--- config.mk ---
export PLATFORM = sky130hd
export DESIGN_NAME = segment_digit_row_renderer_unit
export DESIGN_NICKNAME = d
export VERILOG_FILES = /design/src/sv/sdrr_pkg.sv /design/src/sv/segment_digit_row_renderer_unit.sv /design/src/sv/sdrr_row_mask.sv
export SDC_FILE = /design/constraint.sdc
export NUM_CORES = 1
export LEC_CHECK = 0
export ABC_AREA = 1
export ABC_CLOCK_PERIOD_IN_PS = 5000
export BUFFER_PORTS_ARGS = -buffer_cell sky130_fd_sc_hd__buf_2
export CORE_MARGIN = 2
export CORE_UTILIZATION = 45
export CTS_BUF_LIST = sky130_fd_sc_hd__clkbuf_4 sky130_fd_sc_hd__clkbuf_8
export CTS_CLUSTER_SIZE = 12
export DETAILED_ROUTE_END_ITERATION = 16
export PLACE_DENSITY = 0.66
export SYNTH_ARGS = -nofsm -noshare
export SYNTH_HDL_FRONTEND = slang
export SYNTH_HIERARCHICAL = 1
export SYNTH_SLANG_ARGS = --single-unit
--- constraint.sdc ---
create_clock -name clk -period 5 [get_ports clk]
set_input_delay 0.25 -clock clk [delete_from_list [all_inputs] [get_ports clk]]
set_output_delay 0.25 -clock clk [all_outputs]
set_load 0.005 [all_outputs]
--- src/sv/sdrr_pkg.sv ---
// Shared types, constants and the digit segment table for the segment digit
// row renderer. No dependencies; imported by sdrr_row_mask and the top level.
`default_nettype none

package sdrr_pkg;

  // Largest box edge in pixels, and the fixed width of a row mask.
  localparam int MAX_BOX_DEF = 64;
  localparam int MASK_W      = 64;

  // Field widths.
  localparam int DIGIT_W  = 4;
  localparam int COORD_W  = 12;
  localparam int SIZE_W   = 7;
  localparam int RGB_W    = 24;
  localparam int C565_W   = 16;
  localparam int OFFS_W   = 26;
  localparam int STRIDE_W = 13;
  localparam int CFG_IDX_W = 2;

  // Configuration register indexes.
  localparam logic [CFG_IDX_W-1:0] CFG_X_OFFSET    = 2'd0;
  localparam logic [CFG_IDX_W-1:0] CFG_Y_OFFSET    = 2'd1;
  localparam logic [CFG_IDX_W-1:0] CFG_LINE_STRIDE = 2'd2;

  localparam logic [STRIDE_W-1:0] STRIDE_RESET = 13'd640;
  localparam logic [DIGIT_W-1:0]  DIGIT_MAX    = 4'd9;

  // Sequencer states.
  typedef enum logic [1:0] {
    ST_IDLE,
    ST_CALC,
    ST_LOAD,
    ST_SHOW
  } sdrr_state_t;

  // How a vertical segment covers the box rows.
  typedef enum logic [1:0] {
    SEG_OFF,
    SEG_FULL,
    SEG_UPPER,
    SEG_LOWER
  } seg_span_t;

  // Segments lit for one digit.
  typedef struct packed {
    logic      t;
    logic      b;
    logic      m;
    seg_span_t l;
    seg_span_t r;
  } seg_sel_t;

  // Segment table. Codes above nine fall on the nine row; the top level drops them.
  function automatic seg_sel_t digit_segments(input logic [DIGIT_W-1:0] dig);
    seg_sel_t s;
    case (dig)
      4'd0:    s = '{t: 1'b1, b: 1'b1, m: 1'b0, l: SEG_FULL,  r: SEG_FULL};
      4'd1:    s = '{t: 1'b0, b: 1'b0, m: 1'b0, l: SEG_FULL,  r: SEG_OFF};
      4'd2:    s = '{t: 1'b1, b: 1'b1, m: 1'b1, l: SEG_LOWER, r: SEG_UPPER};
      4'd3:    s = '{t: 1'b1, b: 1'b1, m: 1'b1, l: SEG_OFF,   r: SEG_FULL};
      4'd4:    s = '{t: 1'b0, b: 1'b0, m: 1'b1, l: SEG_UPPER, r: SEG_FULL};
      4'd5:    s = '{t: 1'b1, b: 1'b1, m: 1'b1, l: SEG_UPPER, r: SEG_LOWER};
      4'd6:    s = '{t: 1'b1, b: 1'b1, m: 1'b1, l: SEG_FULL,  r: SEG_LOWER};
      4'd7:    s = '{t: 1'b1, b: 1'b0, m: 1'b0, l: SEG_OFF,   r: SEG_FULL};
      4'd8:    s = '{t: 1'b1, b: 1'b1, m: 1'b1, l: SEG_FULL,  r: SEG_FULL};
      default: s = '{t: 1'b1, b: 1'b1, m: 1'b1, l: SEG_UPPER, r: SEG_FULL};
    endcase
    return s;
  endfunction

  // RGB888 to RGB565, keeping the top bits of each channel.
  function automatic logic [C565_W-1:0] to_565(input logic [RGB_W-1:0] c);
    return {c[23:19], c[15:10], c[7:3]};
  endfunction

endpackage

`default_nettype wire

--- src/sv/segment_digit_row_renderer_unit.sv ---
// Top level of the segment digit row renderer: command capture, row
// sequencer, offset arithmetic and output register. Uses sdrr_pkg, sdrr_row_mask.
`default_nettype none

// One draw request (digit, box corner, box size, colour) produces one result
// request per box row, top to bottom, each carrying the row's framebuffer pixel
// offset, the RGB565 colour and a mask of painted columns, with last_row set
// on the bottom row. The block takes one draw request at a time: in_stall is
// high from acceptance until the last row result has been taken. ST_CALC forms
// the first row's offset with a 13x13 multiplier; then each row passes through
// ST_LOAD, which loads the output register from the offset register, and
// ST_SHOW, which holds it while out_stall is high and hands it over. Requests
// with a digit above nine or a zero height are accepted and dropped without a
// result. Widths and heights above MAX_BOX are clipped to MAX_BOX.
module segment_digit_row_renderer_unit #(
  parameter int MAX_BOX = sdrr_pkg::MAX_BOX_DEF
) (
  input  wire logic                                clk,
  input  wire logic                                rst_n,
  // draw requests
  input  wire logic                                in_valid,
  output logic                                     in_stall,
  input  wire logic [sdrr_pkg::DIGIT_W-1:0]        in_digit,
  input  wire logic [sdrr_pkg::COORD_W-1:0]        in_x_pos,
  input  wire logic [sdrr_pkg::COORD_W-1:0]        in_y_pos,
  input  wire logic [sdrr_pkg::SIZE_W-1:0]         in_box_width,
  input  wire logic [sdrr_pkg::SIZE_W-1:0]         in_box_height,
  input  wire logic [sdrr_pkg::RGB_W-1:0]          in_color_rgb,
  // row results
  output logic                                     out_valid,
  input  wire logic                                out_stall,
  output logic      [sdrr_pkg::OFFS_W-1:0]         out_pixel_offset,
  output logic      [sdrr_pkg::MASK_W-1:0]         out_row_mask,
  output logic      [sdrr_pkg::C565_W-1:0]         out_color565,
  output logic                                     out_last_row,
  // configuration writes
  input  wire logic                                cfg_wr_en,
  input  wire logic [sdrr_pkg::CFG_IDX_W-1:0]      cfg_index,
  input  wire logic [sdrr_pkg::STRIDE_W-1:0]       cfg_wdata
);
  import sdrr_pkg::*;

  localparam int CNT_W = $clog2(MAX_BOX);
  localparam logic [SIZE_W-1:0] BOX_LIMIT = SIZE_W'(MAX_BOX);

  // Configuration registers.
  logic [COORD_W-1:0]  x_offset_r;
  logic [COORD_W-1:0]  y_offset_r;
  logic [STRIDE_W-1:0] line_stride_r;

  always_ff @(posedge clk) begin
    if (!rst_n) begin
      x_offset_r    <= '0;
      y_offset_r    <= '0;
      line_stride_r <= STRIDE_RESET;
    end else if (cfg_wr_en) begin
      case (cfg_index)
        CFG_X_OFFSET:    x_offset_r    <= cfg_wdata[COORD_W-1:0];
        CFG_Y_OFFSET:    y_offset_r    <= cfg_wdata[COORD_W-1:0];
        CFG_LINE_STRIDE: line_stride_r <= cfg_wdata;
        default: ;
      endcase
    end
  end

  // Sequencer and datapath registers.
  sdrr_state_t         state_r, state_nxt;
  logic [CNT_W-1:0]    row_r, row_nxt;
  logic [DIGIT_W-1:0]  digit_r, digit_nxt;
  logic [SIZE_W-1:0]   width_r, width_nxt;
  logic [SIZE_W-1:0]   height_r, height_nxt;
  logic [C565_W-1:0]   color_r, color_nxt;
  logic [STRIDE_W-1:0] line_r, line_nxt;
  logic [STRIDE_W-1:0] xbase_r, xbase_nxt;
  logic [OFFS_W-1:0]   offset_r, offset_nxt;
  logic [OFFS_W-1:0]   out_offset_r, out_offset_nxt;
  logic [MASK_W-1:0]   out_mask_r, out_mask_nxt;
  logic                out_last_r, out_last_nxt;

  logic                in_take, out_take, row_is_last;
  logic [OFFS_W-1:0]   first_prod;
  logic [MASK_W-1:0]   row_mask;
  logic [SIZE_W-1:0]   width_sat, height_sat;

  assign in_stall  = (state_r != ST_IDLE);
  assign out_valid = (state_r == ST_SHOW);
  assign in_take   = in_valid && !in_stall;
  assign out_take  = out_valid && !out_stall;

  assign width_sat   = (in_box_width  > BOX_LIMIT) ? BOX_LIMIT : in_box_width;
  assign height_sat  = (in_box_height > BOX_LIMIT) ? BOX_LIMIT : in_box_height;
  assign row_is_last = (SIZE_W'(row_r) == height_r - SIZE_W'(1));
  assign first_prod  = line_r * line_stride_r;

  // Column mask for the row held in row_r.
  sdrr_row_mask #(
    .MAX_BOX (MAX_BOX)
  ) u_row_mask (
    .digit  (digit_r),
    .row    (row_r),
    .width  (width_r),
    .height (height_r),
    .mask   (row_mask)
  );

  // State register and payload registers.
  always_ff @(posedge clk) begin
    if (!rst_n) begin
      state_r <= ST_IDLE;
      row_r   <= '0;
    end else begin
      state_r <= state_nxt;
      row_r   <= row_nxt;
    end
  end

  always_ff @(posedge clk) begin
    digit_r      <= digit_nxt;
    width_r      <= width_nxt;
    height_r     <= height_nxt;
    color_r      <= color_nxt;
    line_r       <= line_nxt;
    xbase_r      <= xbase_nxt;
    offset_r     <= offset_nxt;
    out_offset_r <= out_offset_nxt;
    out_mask_r   <= out_mask_nxt;
    out_last_r   <= out_last_nxt;
  end

  // Next state: capture, first offset, then load and hand over each row.
  always_comb begin
    state_nxt      = state_r;
    row_nxt        = row_r;
    digit_nxt      = digit_r;
    width_nxt      = width_r;
    height_nxt     = height_r;
    color_nxt      = color_r;
    line_nxt       = line_r;
    xbase_nxt      = xbase_r;
    offset_nxt     = offset_r;
    out_offset_nxt = out_offset_r;
    out_mask_nxt   = out_mask_r;
    out_last_nxt   = out_last_r;
    case (state_r)
      ST_IDLE: begin
        if (in_take) begin
          digit_nxt  = in_digit;
          width_nxt  = width_sat;
          height_nxt = height_sat;
          color_nxt  = to_565(in_color_rgb);
          line_nxt   = STRIDE_W'(in_y_pos) + STRIDE_W'(y_offset_r);
          xbase_nxt  = STRIDE_W'(in_x_pos) + STRIDE_W'(x_offset_r);
          row_nxt    = '0;
          if ((in_digit <= DIGIT_MAX) && (in_box_height != '0)) begin
            state_nxt = ST_CALC;
          end
        end
      end
      ST_CALC: begin
        offset_nxt = first_prod + OFFS_W'(xbase_r);
        state_nxt  = ST_LOAD;
      end
      ST_LOAD: begin
        out_offset_nxt = offset_r;
        out_mask_nxt   = row_mask;
        out_last_nxt   = row_is_last;
        state_nxt      = ST_SHOW;
      end
      ST_SHOW: begin
        if (out_take) begin
          if (out_last_r) begin
            row_nxt   = '0;
            state_nxt = ST_IDLE;
          end else begin
            offset_nxt = offset_r + OFFS_W'(line_stride_r);
            row_nxt    = row_r + CNT_W'(1);
            state_nxt  = ST_LOAD;
          end
        end
      end
      default: state_nxt = ST_IDLE;
    endcase
  end

  assign out_pixel_offset = out_offset_r;
  assign out_row_mask     = out_mask_r;
  assign out_color565     = color_r;
  assign out_last_row     = out_last_r;

`ifndef SYNTHESIS
  // A result is never offered while a new draw request can be taken.
  a_no_result_when_open: assert property (@(posedge clk) disable iff (!rst_n)
    !in_stall |-> !out_valid)
    else $error("result offered while draw input is open");

  // Taking the bottom row frees the input on the next cycle.
  a_free_after_last: assert property (@(posedge clk) disable iff (!rst_n)
    out_take && out_last_row |=> !in_stall)
    else $error("input not freed after last row");

  // Taking any other row brings the next row through ST_LOAD back to ST_SHOW.
  a_next_row_follows: assert property (@(posedge clk) disable iff (!rst_n)
    out_take && !out_last_row |=> ##1 out_valid)
    else $error("next row not presented");
`endif

endmodule

`default_nettype wire

--- src/sv/sdrr_row_mask.sv ---
// Row mask generator: lit columns of one box row for a given digit.
// Depends on sdrr_pkg for the segment table and mask width.
`default_nettype none

module sdrr_row_mask #(
  parameter int MAX_BOX = sdrr_pkg::MAX_BOX_DEF,
  localparam int CNT_W  = $clog2(MAX_BOX)
) (
  input  wire logic [sdrr_pkg::DIGIT_W-1:0] digit,
  input  wire logic [CNT_W-1:0]             row,
  input  wire logic [sdrr_pkg::SIZE_W-1:0]  width,
  input  wire logic [sdrr_pkg::SIZE_W-1:0]  height,
  output logic      [sdrr_pkg::MASK_W-1:0]  mask
);
  import sdrr_pkg::*;

  seg_sel_t          seg;
  logic [SIZE_W-1:0] y;
  logic [SIZE_W-1:0] mid_row;
  logic              at_top, at_bot, at_mid, upper, lower;
  logic              l_on, r_on;
  logic [MASK_W-1:0] full, left_bit, right_bit;

  // Row position relative to the box.
  assign seg     = digit_segments(digit);
  assign y       = SIZE_W'(row);
  assign mid_row = height >> 1;
  assign at_top  = (y == '0);
  assign at_bot  = (y == height - SIZE_W'(1));
  assign at_mid  = (y == mid_row);
  assign upper   = (y <= mid_row);
  assign lower   = (y >= mid_row);

  // Resolve the half-height vertical segments.
  always_comb begin
    case (seg.l)
      SEG_FULL:  l_on = 1'b1;
      SEG_UPPER: l_on = upper;
      SEG_LOWER: l_on = lower;
      default:   l_on = 1'b0;
    endcase
    case (seg.r)
      SEG_FULL:  r_on = 1'b1;
      SEG_UPPER: r_on = upper;
      SEG_LOWER: r_on = lower;
      default:   r_on = 1'b0;
    endcase
  end

  // Column patterns for a horizontal bar and for the left and right edges.
  assign full      = {MASK_W{1'b1}} >> (SIZE_W'(MASK_W) - width);
  assign left_bit  = MASK_W'(1);
  assign right_bit = MASK_W'(1) << (width - SIZE_W'(1));

  // A zero-width box paints nothing.
  always_comb begin
    mask = '0;
    if (width != '0) begin
      if ((seg.t && at_top) || (seg.b && at_bot) || (seg.m && at_mid)) begin
        mask = full;
      end
      if (l_on) begin
        mask = mask | left_bit;
      end
      if (r_on) begin
        mask = mask | right_bit;
      end
    end
  end

endmodule

`default_nettype wire
==> results of run 1 <==
==> synth_stat cells, types with 20 or more instances <==
master,number
nand2_1,663
edfxtp_1,177
xor2_1,26
clkbuf_1,43
o21ai_0,91
nor3_1,21
inv_1,504
nand4_1,20
fa_1,133
nor2_1,248
ha_1,148
nand3_1,154
a21oi_1,64
dfxtp_1,45
o21ai_1,33
==> repair_timing <==
item                                    CTS  global route
hold endpoints to repair                 61             0
resized for setup                        50            52
pin swaps                                26            16
endpoints found under the setup margin   18            20
setup buffers                             3             2
hold buffers                             45             0
==> worst paths after layout <==
check | cells after the start | endpoint | from
hold / removal | 3 | width_r[1] | in_box_width[1]
hold reg to reg | 0 | out_pixel_offset[2] | offset_r[2]
setup reg to reg | 24 | offset_r[13] | line_r[6]
setup / recovery | 24 | offset_r[13] | line_r[6]
==> sequential cells by signal, indices dropped and copies added, names as in the netlist <==
signal,flops
line_stride_r,13
state_r,2
out_last_row,1
out_row_mask,64
height_r,7
out_color565,16
digit_r,4
offset_r,26
out_pixel_offset,26
x_offset_r,12
row_r,6
xbase_r,13
line_r,13
width_r,7
y_offset_r,12
==> cell families after synthesis <==
group           Yosys count
simple gates           1151
buf+inv                 584
fa+ha+maj               281
compound gates          222
flops                   222
xor+xnor                 42
==> through the flow <==
stage               setup TNS (ps)  cells
finish                       -1190   3365
global placement             -3240   3241
detailed placement           -4380   3241
global route                 -5390   3365
floorplan                     -120   2502
CTS                           -877   3363
==> layer usage <==
metal	global-route usage, %	vias up	part of all wire [%]
li1	-	8357	-
met4	8.55	2	3.3
met2	40.3	518	47
met3	3.50	114	5.7
met5	0	-	0.025
met1	30.6	7859	44
==> worst reg2reg max path: stages, from the launching register on <==
cell	delay [ps]
edfxtp_1	500
nand2_1	130
inv_1	60
fa_1	480
inv_1	50
fa_1	470
inv_1	50
fa_1	470
inv_1	50
fa_1	490
inv_2	40
fa_1	490
inv_2	40
fa_1	480
inv_2	40
ha_4	230
nand2_1	70
nand2_2	80
a21oi_4	140
nand2_4	100
nand2_1	80
nand2_1	60
or2_1	200
nand3_1	70
nand2_1	70
==> power breakdown <==
part / internal, mW / leakage [nW] / switching [mW]
Sequential: 2.33 / 2.05 / 0.166
Combinational: 2.17 / 9.40 / 3.22
Clock: 1.12 / 0.469 / 0.789
==> area by class of cell <==
type	instances	area, sq um	share of cell area, %
Clock inverter	14	184	0.798
Sequential cell	222	6220	27.0
Clock buffer	60	707	3.07
Tap cell	546	683	2.97
Multi-Input combinational cell	1696	11300	49.0
Inverter	515	1930	8.39
Timing Repair Buffer	312	2030	8.79
==> flow_metrics.tcl, run 1 <==
set metrics [dict create \
    status "finished with violations" \
    violations "negative setup slack" \
    cp_cell_sequence "nand2_1 > inv_1 > fa_1 > inv_1 > fa_1 > inv_1 > fa_1 > inv_1 > fa_1 > inv_2 > fa_1 > inv_2 > fa_1 > inv_2 > ha_4 > nand2_1 > nand2_2 > a21oi_4 > nand2_4 > nand2_1 > nand2_1 > or2_1 > nand3_1 > nand2_1" \
    grt.overflow.total 0 \
    r2r_setup_slack_ps -150 \
    synth_edf_count 177 \
    worstSetupPathType "flip-flop to flip-flop" \
    grt_pass1_vias 17000 \
    holdWs_ps 31.6 \
    insertion_delay_ps 610 \
    layout-drive-gt1-share_pct 17.1 \
    worstMarginPinSlew_ps 1010 \
    min_path_type "input pin to flip-flop" \
    first_pass_iters 5 \
    dp_hpwl_microns 40400 \
    synth_compound_area_share_pct 6.37 \
    post_drt_wl_per_cell_microns 15.4 \
    place_ws_ps -346 \
    synth-xor-area-share_pct 1.94 \
    wirelength_microns 51700 \
    synth.area.top_cells "edfxtp_1 27%, fa_1 14%, nand2_1 13%, inv_1 9.8%, ha_1 9.6%" \
    crit_family "adder cells" \
    worst_path_most_repeated_cell "fa_1" \
    setup_violations 17 \
    io_pins 195 \
    dieHeight_microns 211 \
    floorplan.die.width_microns 211 \
    synth-seq-cells 222 \
    finClkSkew_ps 75.6 \
    antenna_found_initial 1 \
    leakage_nw 11.9 \
    nNetsFinal 3154 \
    maxCapViolations 0 \
    ys.flop_type "edfxtp_1" \
    cpPeakStageDelay_ps 500 \
    dr_total_vias 16900 \
    cp-start-kind "flip-flop" \
    hold_viol_final 0 \
    cp_max_fo 7 \
    portBuffers 186 \
    power_density_nw_per_um2 425 \
    synth_top_area_share_pct 27.4 \
    post-route-util_pct 53.8 \
    clock_sinks 222 \
    clk_pin_slew_ps 60 \
    syn_area_sq_um 19400 \
    worst_slack_ps -146 \
    finalPower_mw 9.80 \
    cp_slowest_cell "edfxtp_1" \
    yosys.area.top_type "edfxtp_1" \
    initial_core_util_pct 45.3 \
    cp.required_ps 5340 \
    synthCells 2502 \
    cts_root_buffer "clkbuf_8" \
    finalCritPeriodShare_pct 103 \
    synth_mux_area_share_pct 0 \
    fin_crit_ps 5150 \
    synth.distinct_cells 46 \
    drc_errors 0 \
    irDropWorstVdd_mv 0.384 \
    clk_path_buf_depth 3 \
    fillers 4005 \
    drt_iter0_markers 1099 \
    htreeDepth 2 \
    grt.total_usage_pct 23.7 \
    slew_headroom_pct 32.7 \
    cts_made_buffers 40 \
    synth-simple-area-share_pct 24.7 \
    synth_fp_nets 2869 \
    synth_top_family_by_area "simple AND/OR/NAND/NOR gates" \
    grt_max_degree 52 \
    async_reset_ff_share_pct 0 \
    fp.dieArea_sq_um 44700 \
    stdcell_area_sq_um 23000 \
    synth_area_per_cell_sq_um 7.74 \
    dpl-instance-area_sq_um 21300 \
    critPathCaptureType "flip-flop" \
    fmax_mhz 194 \
    core.rowCount 76 \
    gp_congestion 0.879 \
    ys_seq_area_share_pct 32.1 \
    layout_commonest_cell "nand2_1" \
    path_buf_inv 7 \
    rsz0062_at_grt "yes" \
    final_antenna_net_count 0 \
    synth_fa_ha_area_share_pct 23.3 \
    cts_tree "yes" \
    vias_per_cell 5.01 \
    synth_warnings 6 \
    slew_viol_final 0 \
    area_growth_pct 18.9 \
    core_sq_um 42800 \
    grt_pass1_wl_microns 84000 \
    antennaDiodeCount 0 \
    critPathArrivalTime_ps 5490 \
    layout_common_cells "634 x nand2_1, 489 x inv_1, 233 x nor2_1" \
]
Power figures use the tool's default switching activity.
==> inputs of run 2 (changes only) <==
--- a/config.mk
+++ b/config.mk
@@ -5,15 +5,13 @@
 export SDC_FILE = /design/constraint.sdc
 export NUM_CORES = 1
 export LEC_CHECK = 0
-export ABC_AREA = 1
-export ABC_CLOCK_PERIOD_IN_PS = 5000
+export ABC_CLOCK_PERIOD_IN_PS = 5520
 export BUFFER_PORTS_ARGS = -buffer_cell sky130_fd_sc_hd__buf_2
 export CORE_MARGIN = 2
 export CORE_UTILIZATION = 45
 export CTS_BUF_LIST = sky130_fd_sc_hd__clkbuf_4 sky130_fd_sc_hd__clkbuf_8
 export CTS_CLUSTER_SIZE = 12
 export DETAILED_ROUTE_END_ITERATION = 16
-export PLACE_DENSITY = 0.66
 export SYNTH_ARGS = -nofsm -noshare
 export SYNTH_HDL_FRONTEND = slang
 export SYNTH_HIERARCHICAL = 1
==> constraint.sdc (replaced) <==
create_clock -name clk -period 5.52 [get_ports clk]
set_input_delay 0.276 -clock clk [delete_from_list [all_inputs] [get_ports clk]]
set_output_delay 0.276 -clock clk [all_outputs]
set_load 0.005 [all_outputs]
==> run 2 against run 1 <==
Against the previous run:
- the flow still finishes with violations (negative setup slack)
- first-iteration DRC count is 41% lower
- hold slack better by 12 ps
- area after synthesis is 8.1% lower
- clock power is 19% lower
- critical path depth is 5 lower
- via count is 19% lower
- sequential power is 13% lower
- routed wire length is 15% lower
- synthesized cell count is 30% lower
- combinational power is 46% lower
- flip-flop and latch count stayed put
- non-clock buffer count is 11 higher
==> flow_metrics.tcl, run 2 <==
set metrics [dict create \
    synthCells 1748 \
    synth_area_per_cell_sq_um 10.2 \
    syn_area_sq_um 17800 \
    fp.dieArea_sq_um 41200 \
    cp-start-kind "flip-flop" \
    cp.required_ps 5800 \
    grt.total_usage_pct 22.0 \
    layout_commonest_cell "inv_1" \
    power_density_nw_per_um2 311 \
    ys.flop_type "edfxtp_1" \
    grt_max_degree 90 \
    finalCritPeriodShare_pct 100 \
    finalSetupTns_ps -9.06 \
    cp_cell_sequence "and2_1 > fa_1 > inv_1 > fa_1 > inv_1 > fa_1 > fa_2 > fa_1 > inv_1 > fa_1 > inv_1 > ha_4 > and2_1 > o32a_1 > nand3_1 > a31o_4 > o31ai_4 > xnor2_1 > mux2i_1" \
    violations "negative setup slack" \
    slew_headroom_pct 21.6 \
    synth.distinct_cells 87 \
    worstMarginPinSlew_ps 1170 \
    clock_sinks 222 \
    dp.cells 2469 \
    core.rowCount 72 \
    setup_violations 1 \
    layout_common_cells "196 x inv_1, 195 x nand2_1, 186 x buf_2" \
    stdcell_count 2598 \
    insertion_delay_ps 570 \
    initial_core_util_pct 45.8 \
    yosysMostFrequentCell "inv_1" \
    cts_made_buffers 40 \
    antennaDiodeCount 0 \
    worstSetupPathType "flip-flop to flip-flop" \
    dieHeight_microns 203 \
    layout-drive-gt1-share_pct 21.1 \
    synth-seq-cells 222 \
    critPathCaptureType "flip-flop" \
    synth_compound_area_share_pct 11.7 \
    rsz0062_at_grt "yes" \
    drt_iter0_markers 643 \
    async_reset_ff_share_pct 0 \
    dr_total_vias 13600 \
    htreeDepth 2 \
    slew_viol_final 0 \
    synth_fp_nets 2115 \
    path_buf_inv 4 \
    synth-simple-area-share_pct 15.8 \
    synth_edf_count 177 \
    drc_errors 0 \
    finClkSkew_ps 17.4 \
    first_pass_iters 5 \
    worst_slack_ps -9.06 \
    ys_seq_area_share_pct 34.9 \
    cts_tree "yes" \
    synth_commonest_cells "205 x inv_1, 199 x nand2_1, 177 x edfxtp_1" \
    wirelength_microns 44000 \
    clk_path_buf_depth 3 \
    synth_top_area_share_pct 29.9 \
    synth_top_family_by_area "adder cells" \
    gp_congestion 0.897 \
    worst_path_most_repeated_cell "fa_1" \
    min_path_type "input pin to flip-flop" \
    maxCapViolations 0 \
    status "finished with violations" \
    leakage_nw 9.40 \
    cts_root_buffer "clkbuf_8" \
    nNetsFinal 2418 \
    io_pins 195 \
    area_growth_pct 20.2 \
    vias_per_cell 5.23 \
    synth_warnings 6 \
    synth_fa_ha_area_share_pct 25.4 \
    synth.area.top_cells "edfxtp_1 30%, fa_1 15%, ha_1 10%, dfxtp_1 5.1%, inv_1 4.3%" \
    portBuffers 186 \
    dpl-instance-area_sq_um 19800 \
    stdcell_area_sq_um 21400 \
    grt_pass1_vias 13900 \
    synth_mux_area_share_pct 1.86 \
    cp_max_fo 6 \
    fin_crit_ps 5530 \
    clk_pin_slew_ps 60 \
    grt_pass1_wl_microns 72200 \
    cp_slowest_cell "fa_1" \
    cpPeakStageDelay_ps 540 \
    dp_hpwl_microns 34200 \
    final_antenna_net_count 0 \
    post_drt_wl_per_cell_microns 16.9 \
    hold_viol_final 0 \
    grt.overflow.total 0 \
    irDropWorstVdd_mv 0.186 \
    critPathArrivalTime_ps 5810 \
    largest_register_ffs 64 \
    synth-xor-area-share_pct 4.47 \
    fmax_mhz 181 \
    core_sq_um 38800 \
    crit_family "adder cells" \
    antenna_found_initial 0 \
    floorplan.die.width_microns 203 \
    yosys.area.top_type "edfxtp_1" \
]
==> run 2: cell types whose count changed in the layout (fill, tap and decap cells not counted), sizes merged, moves of 32 or more <==
| cell | previous run | this run |
|---|---|---|
| inv | 515 | 206 |
| o22ai | 0 | 36 |
| nor2b | 0 | 49 |
| nor2 | 255 | 94 |
| nand3 | 166 | 31 |
| nand2 | 670 | 200 |
| mux2i | 0 | 32 |
| o21ai | 138 | 53 |
| xnor2 | 15 | 51 |
| and2 | 2 | 94 |
==> run 2: worst paths after layout <==
path	startpoint	endpoint	slack (ps)	cells past startpoint
worst max-delay path	line_r[10]	offset_r[20]	-9	19
worst min-delay path	cfg_wdata[10]	line_stride_r[10]	40	3
worst max register to register	line_r[10]	offset_r[20]	-9	19
worst min register to register	offset_r[7]	out_pixel_offset[7]	460	0
==> run 2: cell type report <==
type | instances | area, sq um
multi-input cells | 1257 | 10800
repair buffers | 323 | 2130
inverters | 207 | 777
fillers | 3433 | 17400
well taps | 518 | 648
clock buffers | 53 | 686
clock inverters | 18 | 111
flip-flops and latches | 222 | 6220
==> run 2: metrics by stage <==
step	power, mW	hold WS (ps)	util [%]	worst slack, ps
finish	6.65	44.0	55.1	-9.06
global route	7.14	16.8	55.1	-219
CTS	6.54	5.11	54.7	0.175
detailed placement	4.76	450	50.9	-208
global placement	4.74	441	50.9	-144
floorplan	3.93	375	-	7.96
==> run 2: cell families (layout without fill, tap and decap cells) <==
family,Yosys count,count (layout)
muxes,33,33
buffers and inverters,269,601
DFF,222,222
and+or+nand+nor,561,561
adders and majority gates,281,281
xor gates and xnor gates,90,90
AOI/OAI and AO/OA,292,292
==> run 2: repair_timing <==
action | 4_1_cts | 5_1_grt
endpoints found under the hold margin | 51 | 1
resized for setup | 29 | 35
endpoints found under the setup margin | 16 | 17
buffers inserted | 6 | 2
cloned | 0 | 0
hold buffers | 49 | 1
pin swaps | 28 | 24
==> run 2: power breakdown <==
part           switching, mW  internal (mW)  leakage (nW)
Sequential             0.115           2.06          2.03
Combinational           1.59           1.34          6.95
Clock                  0.685          0.855         0.420
==> run 2: tightest hold or removal path, cell delays in order <==
cell and delay [ps]:
buf_2 140, nand2_1 60, a21boi_0 80
==> run 2: routing by layer <==
| metal | track usage, % | wire length, microns |
|---|---|---|
| met4 | 6.91 | 1120 |
| met3 | 3.35 | 2160 |
| met2 | 38.0 | 21300 |
| met1 | 28.3 | 19400 |
| met5 | 0 | 0 |
